[config.mk]
export PLATFORM = sky130hd
export DESIGN_NAME = operand_list_reducer
export DESIGN_NICKNAME = d
export VERILOG_FILES = /design/src/design/olr_pkg.sv /design/src/design/operand_list_reducer.sv /design/src/design/olr_iter_unit.sv
export VERILOG_INCLUDE_DIRS = /design/src /design/src/design
export SDC_FILE = /design/constraint.sdc
export NUM_CORES = 1
export LEC_CHECK = 0
export BUFFER_PORTS_ARGS = -buffer_cell sky130_fd_sc_hd__buf_2
export CAP_MARGIN = 20
export CORE_UTILIZATION = 40
export DETAILED_ROUTE_END_ITERATION = 6
export PLACE_DENSITY = 0.57
export SKIP_CTS_REPAIR_TIMING = 1
export SYNTH_ARGS = -nofsm -noshare
export SYNTH_HDL_FRONTEND = slang
export SYNTH_SLANG_ARGS = --single-unit
[constraint.sdc]
create_clock -name clk -period 10.1 [get_ports clk]
set_clock_uncertainty 0.15 [all_clocks]
set_input_delay 1.01 -clock clk [delete_from_list [all_inputs] [get_ports clk]]
set_output_delay 1.01 -clock clk [all_outputs]
set_load 0.01 [all_outputs]
[src/design/operand_list_reducer_assert.svh]
`ifndef OPERAND_LIST_REDUCER_ASSERT_SVH
`define OPERAND_LIST_REDUCER_ASSERT_SVH

// Same-cycle check: whenever ante holds, cons must hold too.
`define OLR_ASSERT_NOW(label, ante, cons, msg) \
  label: assert property (@(posedge clk) disable iff (!rst_n) (ante) |-> (cons)) \
    else $error(msg);

// Next-cycle check: whenever ante holds, cons must hold in the cycle after.
`define OLR_ASSERT_NEXT(label, ante, cons, msg) \
  label: assert property (@(posedge clk) disable iff (!rst_n) (ante) |=> (cons)) \
    else $error(msg);

`endif

[src/design/olr_pkg.sv]
package olr_pkg;

  localparam int DATA_W = 32;
  localparam int CNT_W  = $clog2(DATA_W);

  localparam logic [1:0] OP_ADD = 2'd0;
  localparam logic [1:0] OP_SUB = 2'd1;
  localparam logic [1:0] OP_MUL = 2'd2;
  localparam logic [1:0] OP_DIV = 2'd3;

  typedef struct packed {
    logic       start;
    logic [1:0] op;
  } olr_unit_ctl_t;

  typedef struct packed {
    logic              done;
    logic [DATA_W-1:0] result;
  } olr_unit_sts_t;

endpackage

[src/design/operand_list_reducer.sv]
// Accumulator ALU that reduces a run of signed 32-bit operands. A transfer with
// in_is_first loads the accumulator with in_operand and clears the division
// error; each later transfer adds, subtracts, multiplies or divides (in_req_type
// 0..3) its operand into the accumulator, wrapping to 32 bits, with division
// truncating toward zero. Division by zero leaves the accumulator unchanged and
// sets the sticky div_error flag. A transfer with in_is_last produces one result
// transfer carrying the accumulator and the flag. Items are taken one at a time:
// in_stall stays high while an item is worked on. A first operand and a
// division by zero are settled in the execute state, an add or subtract in
// the iterative unit's idle state; multiply and divide run 32 iterations of
// the shared shift-and-add / restoring-divide unit plus setup and, for divide,
// sign correction. A finished result sits in the output register, so the next
// item can be accepted while the previous result still waits; the block only
// holds back when a new result is ready before the old one has been taken.
module operand_list_reducer (
  input  logic                               clk,
  input  logic                               rst_n,
  input  logic                               in_valid,
  output logic                               in_stall,
  input  logic signed [olr_pkg::DATA_W-1:0]  in_operand,
  input  logic [1:0]                         in_req_type,
  input  logic                               in_is_first,
  input  logic                               in_is_last,
  output logic                               out_valid,
  input  logic                               out_stall,
  output logic signed [olr_pkg::DATA_W-1:0]  out_result,
  output logic                               out_div_error
);
  import olr_pkg::*;

  localparam logic [1:0] S_IDLE = 2'd0;
  localparam logic [1:0] S_EXEC = 2'd1;
  localparam logic [1:0] S_WAIT = 2'd2;
  localparam logic [1:0] S_DONE = 2'd3;

  logic [1:0]        state_r, state_nxt;
  logic [DATA_W-1:0] opnd_r, opnd_nxt;
  logic [1:0]        op_r, op_nxt;
  logic              first_r, first_nxt;
  logic              last_r, last_nxt;
  logic [DATA_W-1:0] acc_r, acc_nxt;
  logic              err_r, err_nxt;
  logic              out_valid_r, out_valid_nxt;
  logic [DATA_W-1:0] out_result_r, out_result_nxt;
  logic              out_err_r, out_err_nxt;

  olr_unit_ctl_t     u_ctl;
  olr_unit_sts_t     u_sts;
  logic              in_xfer;
  logic              out_free;
  logic              div_zero;
  logic              exec_first;
  logic              exec_div_zero;

  assign in_xfer  = in_valid && (state_r == S_IDLE);
  // The output register can take a new result when it is empty or being read.
  assign out_free = !out_valid_r || !out_stall;

  assign div_zero      = (op_r == OP_DIV) && (opnd_r == '0);
  assign exec_first    = (state_r == S_EXEC) && first_r;
  assign exec_div_zero = (state_r == S_EXEC) && !first_r && div_zero;

  assign u_ctl.start = (state_r == S_EXEC) && !first_r && !div_zero;
  assign u_ctl.op    = op_r;

  olr_iter_unit u_unit (
    .clk   (clk),
    .rst_n (rst_n),
    .ctl_i (u_ctl),
    .a_i   (acc_r),
    .b_i   (opnd_r),
    .sts_o (u_sts)
  );

  always_comb begin
    state_nxt      = state_r;
    opnd_nxt       = opnd_r;
    op_nxt         = op_r;
    first_nxt      = first_r;
    last_nxt       = last_r;
    acc_nxt        = acc_r;
    err_nxt        = err_r;
    out_valid_nxt  = out_valid_r && out_stall;
    out_result_nxt = out_result_r;
    out_err_nxt    = out_err_r;
    unique case (state_r)
      S_IDLE: begin
        if (in_xfer) begin
          opnd_nxt  = $unsigned(in_operand);
          op_nxt    = in_req_type;
          first_nxt = in_is_first;
          last_nxt  = in_is_last;
          state_nxt = S_EXEC;
        end
      end
      S_EXEC: begin
        if (first_r) begin
          acc_nxt   = opnd_r;
          err_nxt   = 1'b0;
          state_nxt = S_DONE;
        end else if (div_zero) begin
          // Division by zero: flag it and keep the accumulator as it is.
          err_nxt   = 1'b1;
          state_nxt = S_DONE;
        end else begin
          state_nxt = S_WAIT;
        end
      end
      S_WAIT: begin
        if (u_sts.done) begin
          acc_nxt   = u_sts.result;
          state_nxt = S_DONE;
        end
      end
      S_DONE: begin
        if (!last_r) begin
          state_nxt = S_IDLE;
        end else if (out_free) begin
          out_valid_nxt  = 1'b1;
          out_result_nxt = acc_r;
          out_err_nxt    = err_r;
          state_nxt      = S_IDLE;
        end
      end
      default: begin
        state_nxt = S_IDLE;
      end
    endcase
  end

  always_ff @(posedge clk) begin
    if (!rst_n) begin
      state_r     <= S_IDLE;
      acc_r       <= '0;
      err_r       <= 1'b0;
      out_valid_r <= 1'b0;
    end else begin
      state_r     <= state_nxt;
      acc_r       <= acc_nxt;
      err_r       <= err_nxt;
      out_valid_r <= out_valid_nxt;
    end
    opnd_r       <= opnd_nxt;
    op_r         <= op_nxt;
    first_r      <= first_nxt;
    last_r       <= last_nxt;
    out_result_r <= out_result_nxt;
    out_err_r    <= out_err_nxt;
  end

  assign in_stall      = (state_r != S_IDLE);
  assign out_valid     = out_valid_r;
  assign out_result    = $signed(out_result_r);
  assign out_div_error = out_err_r;

`include "operand_list_reducer_assert.svh"

  `OLR_ASSERT_NEXT(a_first_loads, exec_first, (acc_r == $past(opnd_r)) && !err_r, "bad run start")
  `OLR_ASSERT_NEXT(a_div_zero_flags, exec_div_zero, err_r && $stable(acc_r), "zero divide mishandled")
  `OLR_ASSERT_NOW(a_done_in_wait, u_sts.done, state_r == S_WAIT, "unit finished outside the wait state")

endmodule

[src/design/olr_iter_unit.sv]
module olr_iter_unit (
  input  logic                        clk,
  input  logic                        rst_n,
  input  olr_pkg::olr_unit_ctl_t      ctl_i,
  input  logic [olr_pkg::DATA_W-1:0]  a_i,
  input  logic [olr_pkg::DATA_W-1:0]  b_i,
  output olr_pkg::olr_unit_sts_t      sts_o
);
  import olr_pkg::*;

  localparam logic [1:0] U_IDLE = 2'd0;
  localparam logic [1:0] U_RUN  = 2'd1;
  localparam logic [1:0] U_FIX  = 2'd2;

  logic [1:0]        state_r, state_nxt;
  logic [1:0]        op_r, op_nxt;
  logic [CNT_W-1:0]  cnt_r, cnt_nxt;
  logic [DATA_W-1:0] p_r, p_nxt;
  logic [DATA_W-1:0] m_r, m_nxt;
  logic [DATA_W-1:0] b_r, b_nxt;
  logic              neg_r, neg_nxt;
  logic              done_r, done_nxt;
  logic [DATA_W-1:0] res_r, res_nxt;

  logic [DATA_W:0]   add_x;
  logic [DATA_W-1:0] add_y;
  logic              add_sub;
  logic [DATA_W:0]   add_sum;
  logic [DATA_W-1:0] mag_a, mag_b;
  logic              run_last;

  // The shared adder/subtractor; its operands depend on the phase.
  always_comb begin
    add_x   = {1'b0, p_r};
    add_y   = m_r;
    add_sub = 1'b0;
    unique case (state_r)
      U_IDLE: begin
        add_x   = {1'b0, a_i};
        add_y   = b_i;
        add_sub = (ctl_i.op == OP_SUB);
      end
      U_RUN: begin
        if (op_r == OP_DIV) begin
          add_x   = {p_r, b_r[DATA_W-1]};
          add_y   = m_r;
          add_sub = 1'b1;
        end
      end
      U_FIX: begin
        add_x   = '0;
        add_y   = b_r;
        add_sub = neg_r;
      end
      default: begin
        add_x = {1'b0, p_r};
      end
    endcase
  end

  assign add_sum = add_x + ({1'b0, add_y} ^ {(DATA_W+1){add_sub}})
                 + {{DATA_W{1'b0}}, add_sub};

  assign mag_a = a_i[DATA_W-1] ? (DATA_W'(0) - a_i) : a_i;
  assign mag_b = b_i[DATA_W-1] ? (DATA_W'(0) - b_i) : b_i;

  assign run_last = (state_r == U_RUN) && (cnt_r == CNT_W'(DATA_W - 1));

  always_comb begin
    state_nxt = state_r;
    op_nxt    = op_r;
    cnt_nxt   = cnt_r;
    p_nxt     = p_r;
    m_nxt     = m_r;
    b_nxt     = b_r;
    neg_nxt   = neg_r;
    done_nxt  = 1'b0;
    res_nxt   = res_r;
    unique case (state_r)
      U_IDLE: begin
        if (ctl_i.start) begin
          op_nxt  = ctl_i.op;
          cnt_nxt = '0;
          p_nxt   = '0;
          unique case (ctl_i.op) inside
            OP_ADD, OP_SUB: begin
              res_nxt  = add_sum[DATA_W-1:0];
              done_nxt = 1'b1;
            end
            OP_MUL: begin
              m_nxt     = a_i;
              b_nxt     = b_i;
              state_nxt = U_RUN;
            end
            default: begin
              m_nxt     = mag_b;
              b_nxt     = mag_a;
              neg_nxt   = a_i[DATA_W-1] ^ b_i[DATA_W-1];
              state_nxt = U_RUN;
            end
          endcase
        end
      end
      U_RUN: begin
        if (op_r == OP_DIV) begin
          // Restoring step: keep the difference when it did not go negative.
          if (!add_sum[DATA_W]) begin
            p_nxt = add_sum[DATA_W-1:0];
          end else begin
            p_nxt = {p_r[DATA_W-2:0], b_r[DATA_W-1]};
          end
          b_nxt = {b_r[DATA_W-2:0], !add_sum[DATA_W]};
        end else begin
          if (b_r[0]) begin
            p_nxt = add_sum[DATA_W-1:0];
          end
          m_nxt = {m_r[DATA_W-2:0], 1'b0};
          b_nxt = {1'b0, b_r[DATA_W-1:1]};
        end
        cnt_nxt = cnt_r + CNT_W'(1);
        if (cnt_r == CNT_W'(DATA_W - 1)) begin
          state_nxt = U_FIX;
        end
      end
      U_FIX: begin
        res_nxt   = (op_r == OP_DIV) ? add_sum[DATA_W-1:0] : p_r;
        done_nxt  = 1'b1;
        state_nxt = U_IDLE;
      end
      default: begin
        state_nxt = U_IDLE;
      end
    endcase
  end

  always_ff @(posedge clk) begin
    if (!rst_n) begin
      state_r <= U_IDLE;
      done_r  <= 1'b0;
    end else begin
      state_r <= state_nxt;
      done_r  <= done_nxt;
    end
    op_r  <= op_nxt;
    cnt_r <= cnt_nxt;
    p_r   <= p_nxt;
    m_r   <= m_nxt;
    b_r   <= b_nxt;
    neg_r <= neg_nxt;
    res_r <= res_nxt;
  end

  assign sts_o.done   = done_r;
  assign sts_o.result = res_r;

`include "operand_list_reducer_assert.svh"

  `OLR_ASSERT_NOW(a_start_when_idle, ctl_i.start, state_r == U_IDLE, "unit started while busy")
  `OLR_ASSERT_NEXT(a_run_ends, run_last, state_r == U_FIX, "iteration count overran")
  `OLR_ASSERT_NEXT(a_fix_done, state_r == U_FIX, done_r && (state_r == U_IDLE), "no completion")

endmodule

# Word-level counts from Yosys, hierarchy flattened

Cells that the tools add are included.

Register bits: 244
Input bits: 40
Output and inout port bits: 35

Add/sub/neg operators: 5
Eq/ne operators: 20
Multiplexer cells: 48
Bitwise operators: 3
Reduce and logical (&&, ||, !) cells: 35

Operator list:

| operator                | number |
|---|---|
| $pmux W32 S2            | 8 |
| $mux W32                | 15 |
| $pmux W33 S3            | 1 |
| $sub A1 B32 Y32 const A | 2 |
| $add A33 B1 Y33         | 1 |
| $add A33 B33 Y33        | 1 |
| $mux W33                | 1 |
| $xor A32 B33 Y33        | 1 |
| $logic_not A32 Y1       | 1 |
| $reduce_and A3 Y1       | 8 |
| $mux W2                 | 7 |
| $ne A2 B2 Y1 const B    | 7 |
| $eq A2 B2 Y1 const B    | 6 |
| $mux W1                 | 10 |
| $pmux W5 S2             | 1 |
| $reduce_bool A2 Y1      | 5 |
| $pmux W2 S4             | 1 |
| $reduce_and A2 Y1       | 4 |
| $eq A2 B1 Y1 const B    | 3 |
| $logic_not A2 Y1        | 3 |
| $add A5 B1 Y5 const B   | 1 |
| $eq A5 B5 Y1 const B    | 1 |
| $logic_and A1 B1 Y1     | 5 |
| $logic_not A1 Y1        | 5 |
| other kinds (13)        | 13 |

# Longest topological paths before layout

Word-level depth: 9
Mapped depth: 20
Gate-level depth less buffers: 15

# Modules after synthesis

A second synthesis with hierarchy kept.

Cells, all modules: 1640
Area, all modules: 15396.0 um2

Modules (own cells, without submodules):

| module               | instances | cells each | area each (um2) |
|---|---|---|---|
| olr_iter_unit        | 1         | 1381       | 11462.2 |
| operand_list_reducer | 1         | 259        | 3933.8 |

# Least setup slack after synthesis

OpenSTA, ideal clock, no wires.

Path kind: register to register
Start: register u_unit.state_r[1]
End: register u_unit.p_r[20], data pin
Arrival: 4397 ps
Slack: 5287 ps
Cell stages (with the launch flop): 21
Clock period less this slack: 4813 ps
Path through: dfxtp_1 > clkbuf_1 > clkbuf_1 > clkbuf_1 > mux2i_1 > nor2_1 > a21oi_1 > xnor2_1 > ha_1 > clkbuf_1 > nand3_1 > nor2_1 > a21oi_1 > a21oi_1 > o22ai_1 > o31a_1 > a31oi_1 > mux2i_2 > buf_2 > mux2i_1 > nor2_1

Longest elaborated chain between the ends: 8
Elaborated cells on any way between the ends: 13
Classes of those cells: add/sub (2); eq/ne (2); mux (7); bitwise (1); reduce/logical (1)

RTL lines:

| element                                            | RTL line                                   | RTL |
|---|---|---|
| start: declaration                                 | olr_iter_unit.sv:15                        | `logic [1:0] state_r, state_nxt;` |
| start signal: assignment                           | olr_iter_unit.sv:141                       | `state_r <= state_nxt;` |
| $eq A2 B2 Y1 (tied with other cells)               | olr_iter_unit.sv:37                        | `unique case (state_r)` |
| $pmux W1 S3 / $pmux W32 S2 (equally long branches) | olr_iter_unit.sv:37                        |  |
| $xor A32 B33 Y33                                   | olr_iter_unit.sv:61                        | `assign add_sum = add_x + ({1'b0, add_y} ^ {(DATA_W+1){add_sub}})` |
| $add A33 B33 Y33                                   | olr_iter_unit.sv:61                        |  |
| $add A33 B1 Y33                                    | olr_iter_unit.sv:62                        | `+ {{DATA_W{1'b0}}, add_sub};` |
| $mux W32, on equally long branches                 | olr_iter_unit.sv:114, olr_iter_unit.sv:107 |  |
| $mux W32                                           | olr_iter_unit.sv:105                       | `if (op_r == OP_DIV) begin` |
| $pmux W32 S2 *                                     | olr_iter_unit.sv:79                        | `unique case (state_r)` |
| end signal: assignment                             | olr_iter_unit.sv:146                       | `p_r <= p_nxt;` |
| end: declaration                                   | olr_iter_unit.sv:18                        | `logic [DATA_W-1:0] p_r, p_nxt;` |

Every way passes the cells marked *; elsewhere a longest branch is shown, timed or not. The select of a mux whose other input is x is not followed.
A chain may end at the register's enable or synchronous reset.

# Worst setup path in the final report

Start: register u_unit.state_r[1]
End: register u_unit.p_r[18], data pin

The elaborated chain is that of the path after synthesis.

==> results.toml <==
[status]
status = "completed"

[clock_tree]
cts_buffers = 28
worstSkewPairLatency_ns = 0.57
root_buffer = "clkbuf_16"
clock_sinks = 244
clockBufferDepth = 3
h-tree-depth = 1
clk_pin_slew_ns = 0.07
cts_tree = "built"

[yosys]
yosysSeqAreaShare = 0.4544
synth_cell_types = 69
synth_seq_cells = 244
synth_ff_type = "edfxtp_1"
yosys_warnings = 0
avgSynthCellArea_um2 = 9.313
synth_edf_count = 205
synth_cells = 1639
synth-async-reset-ratio = 0
syn_nets = 1720
synth_area_um2 = 15260

[critical_path]
path_cells = "buf_4 > a221oi_1 > nor2_4 > buf_16 > xnor2_1 > ha_1 > nand4_1 > nor2_1 > nand3_1 > a21oi_1 > o22ai_1 > o31a_1 > a31oi_1 > mux2i_4 > buf_4 > mux2i_1 > nor2_1"
r2r_cells = 17
crit_path_top_delay_cell = "buf_4"
critical_path_class = "reg -> reg"
ff2ff_setup_slack_ns = 3.79
critPathLaunchType = "flip-flop"
crit_fanout = 50
crit_required_ns = 10.24
crit_arrival_ns = 6.46
setup.worst_path.end_class = "flip-flop"
crit_path_max_incr_delay_ns = 0.66
r2r-start = "u_unit.state_r[1]"
worst_r2r_endpoint = "u_unit.p_r[18]"

[die]
start_util = 0.4062
ioPinCount = 75
die_width_um = 197.4
die_area_um2 = 38950
core_region_area_um2 = 37580
placement_rows = 71
dieHeight_um = 197.4

[detailed_routing]
postRouteAntennaNets = 0
drc = 0
vias = 12580
firstDrtPassIters = 5
finalWirelength_mm = 47.09
drtIter0Drc = 1186
routedWlPerCell_um = 21.64
drt-vias-per-instance = 5.780

[cells_and_area]
stdcell_area_um2 = 16990
final_nets = 1724
layout-drive-gt1-share = 0.1033
layout_common_cells = "nand2_1 (274), edfxtp_1 (205), nor2_1 (154)"
final_common_cell = "nand2_1"
antenna_cells = 0
synthToLayoutAreaGrowth_pct = 11.30
instances_no_fill = 2176

[timing]
fin_crit_ns = 6.314
final_hold_viol_count = 0
slew_headroom = 0.2623
fin_crit_sh = 0.6251
max_freq_mhz = 158.4
hold_ws_ns = 0.3083
fin_setup_tns_ns = 0
tightestPinTransition_ns = 1.107
setup_viol = 0
slew_violations = 0
rsz0062_at_grt = "no"

[placed_design]
dpl_cell_area_um2 = 16050
place_inst = 2122
gp_congestion = 0.9068
hpwl_mm = 31.72
port_buffers = 74

[min_path]
min_to = "out_div_error"
hold_path_class = "reg -> reg"
hold_start = "err_r"
whs_path_depth = 0

[global_routing]
antenna_found_initial = 0
grt_pass1_vias = 11880
track_usage = 0.2411
grt_overflow = 0
grt_max_degree = 94
grt_pass1_wl_mm = 72.33

[power]
ir_drop_mv = 0.1380
leakage_uw = 0.006700
powerDensity_nw_per_um2 = 374.2

[flow_run]
drv_cap = 0
## kinds of logic (layout without fill, tap and decap cells)
group | Yosys count | after routing | synth area share
AO/OA/AOI/OAI | 422 | 422 | 0.1734
XOR/XNOR | 122 | 122 | 0.07000
buffers and inverters | 147 | 173 | 0.03893
multiplexers | 106 | 106 | 0.06984
adder cells (fa/ha/maj) | 41 | 41 | 0.03410
AND/OR/NAND/NOR | 557 | 557 | 0.1593
flip-flops | 244 | 244 | 0.4544
## registers in the layout, summed over array words and instances, names as in the netlist, 2 cells and up
register / flops
u_unit.state_r: 2
u_unit.cnt_r: 5
u_unit.p_r: 32
u_unit.res_r: 32
u_unit.m_r: 32
opnd_r: 32
state_r: 2
u_unit.b_r: 32
acc_r: 32
op_r: 2
out_result: 32
u_unit.op_r: 2
## critical path: cells and delay by family (launching register included)
kind                       cells  cell delay, ns
muxes                          2            0.81
xor gates and xnor gates       1            0.09
DFF                            1            0.62
and+or+nand+nor                5            1.06
buffers and inverters          3            1.39
adders and majority gates      1            0.44
AOI/OAI and AO/OA              5            1.42
## synth_stat cells (19+ instances only)
cell        n  area share
a211oi_1   24       0.012
a21oi_1   143       0.047
a31oi_1    26       0.011
and3_1     36       0.015
clkbuf_1   99       0.024
dfxtp_1    39       0.051
edfxtp_1  205        0.40
ha_1       40       0.033
inv_1      24      0.0059
mux2i_1   104       0.068
nand2_1   274       0.067
nor2_1    158       0.039
o211a_1    35       0.023
o21ai_0   109       0.036
o31ai_1    19      0.0093
xnor2_1    64       0.037
xor2_1     58       0.033
## final cells by class
cell class                 instances  area, µm²
clock inverter                    12      93.84
inverter                          24      90.09
multi-input combinational       1248       7810
fill                            3552      20590
sequential                       244       6944
clock buffer                      40      797.0
tap                              511      639.4
timing repair buffer              97      615.6
## per-stage QoR
step | util | total power, µW | worst slack [ns]
floorplan | - | 4329 | 5.287
CTS | 0.4509 | 6316 | 3.445
global route | 0.4521 | 6802 | 3.443
global placement | 0.4257 | 5246 | 3.681
detailed placement | 0.4272 | 5297 | 3.478
finish | 0.4521 | 6357 | 3.786
## worst max-delay path by stage
stage                     endpoint  slack, ns         startpoint  cells past startpoint
floorplan           u_unit.p_r[20]       5.29  u_unit.state_r[1]                     20
global placement     u_unit.p_r[7]       3.68  u_unit.state_r[1]                     16
detailed placement  u_unit.p_r[18]       3.48  u_unit.state_r[1]                     16
CTS                 u_unit.p_r[18]       3.45  u_unit.state_r[1]                     16
global route        u_unit.p_r[12]       3.44  u_unit.state_r[1]                     17
finish              u_unit.p_r[18]       3.79  u_unit.state_r[1]                     17
## power breakdown
part / total, µW / internal [µW] / leakage [µW] / switching (µW)
registers: 1970 / 1570 / 0.00223 / 398
clock network: 1000 / 573 / 0.000431 / 431
logic: 3380 / 1320 / 0.00404 / 2060
total: 6360 / 3460 / 0.00670 / 2890
## metal layers
layer	GRT usage	part of all wire	up-vias
li1	-	-	5884
met1	0.3516	0.46	6088
met2	0.3748	0.44	545
met3	0.02715	0.073	60
met4	0.06919	0.021	0
met5	0	0	-
Power figures use the tool's default switching activity.
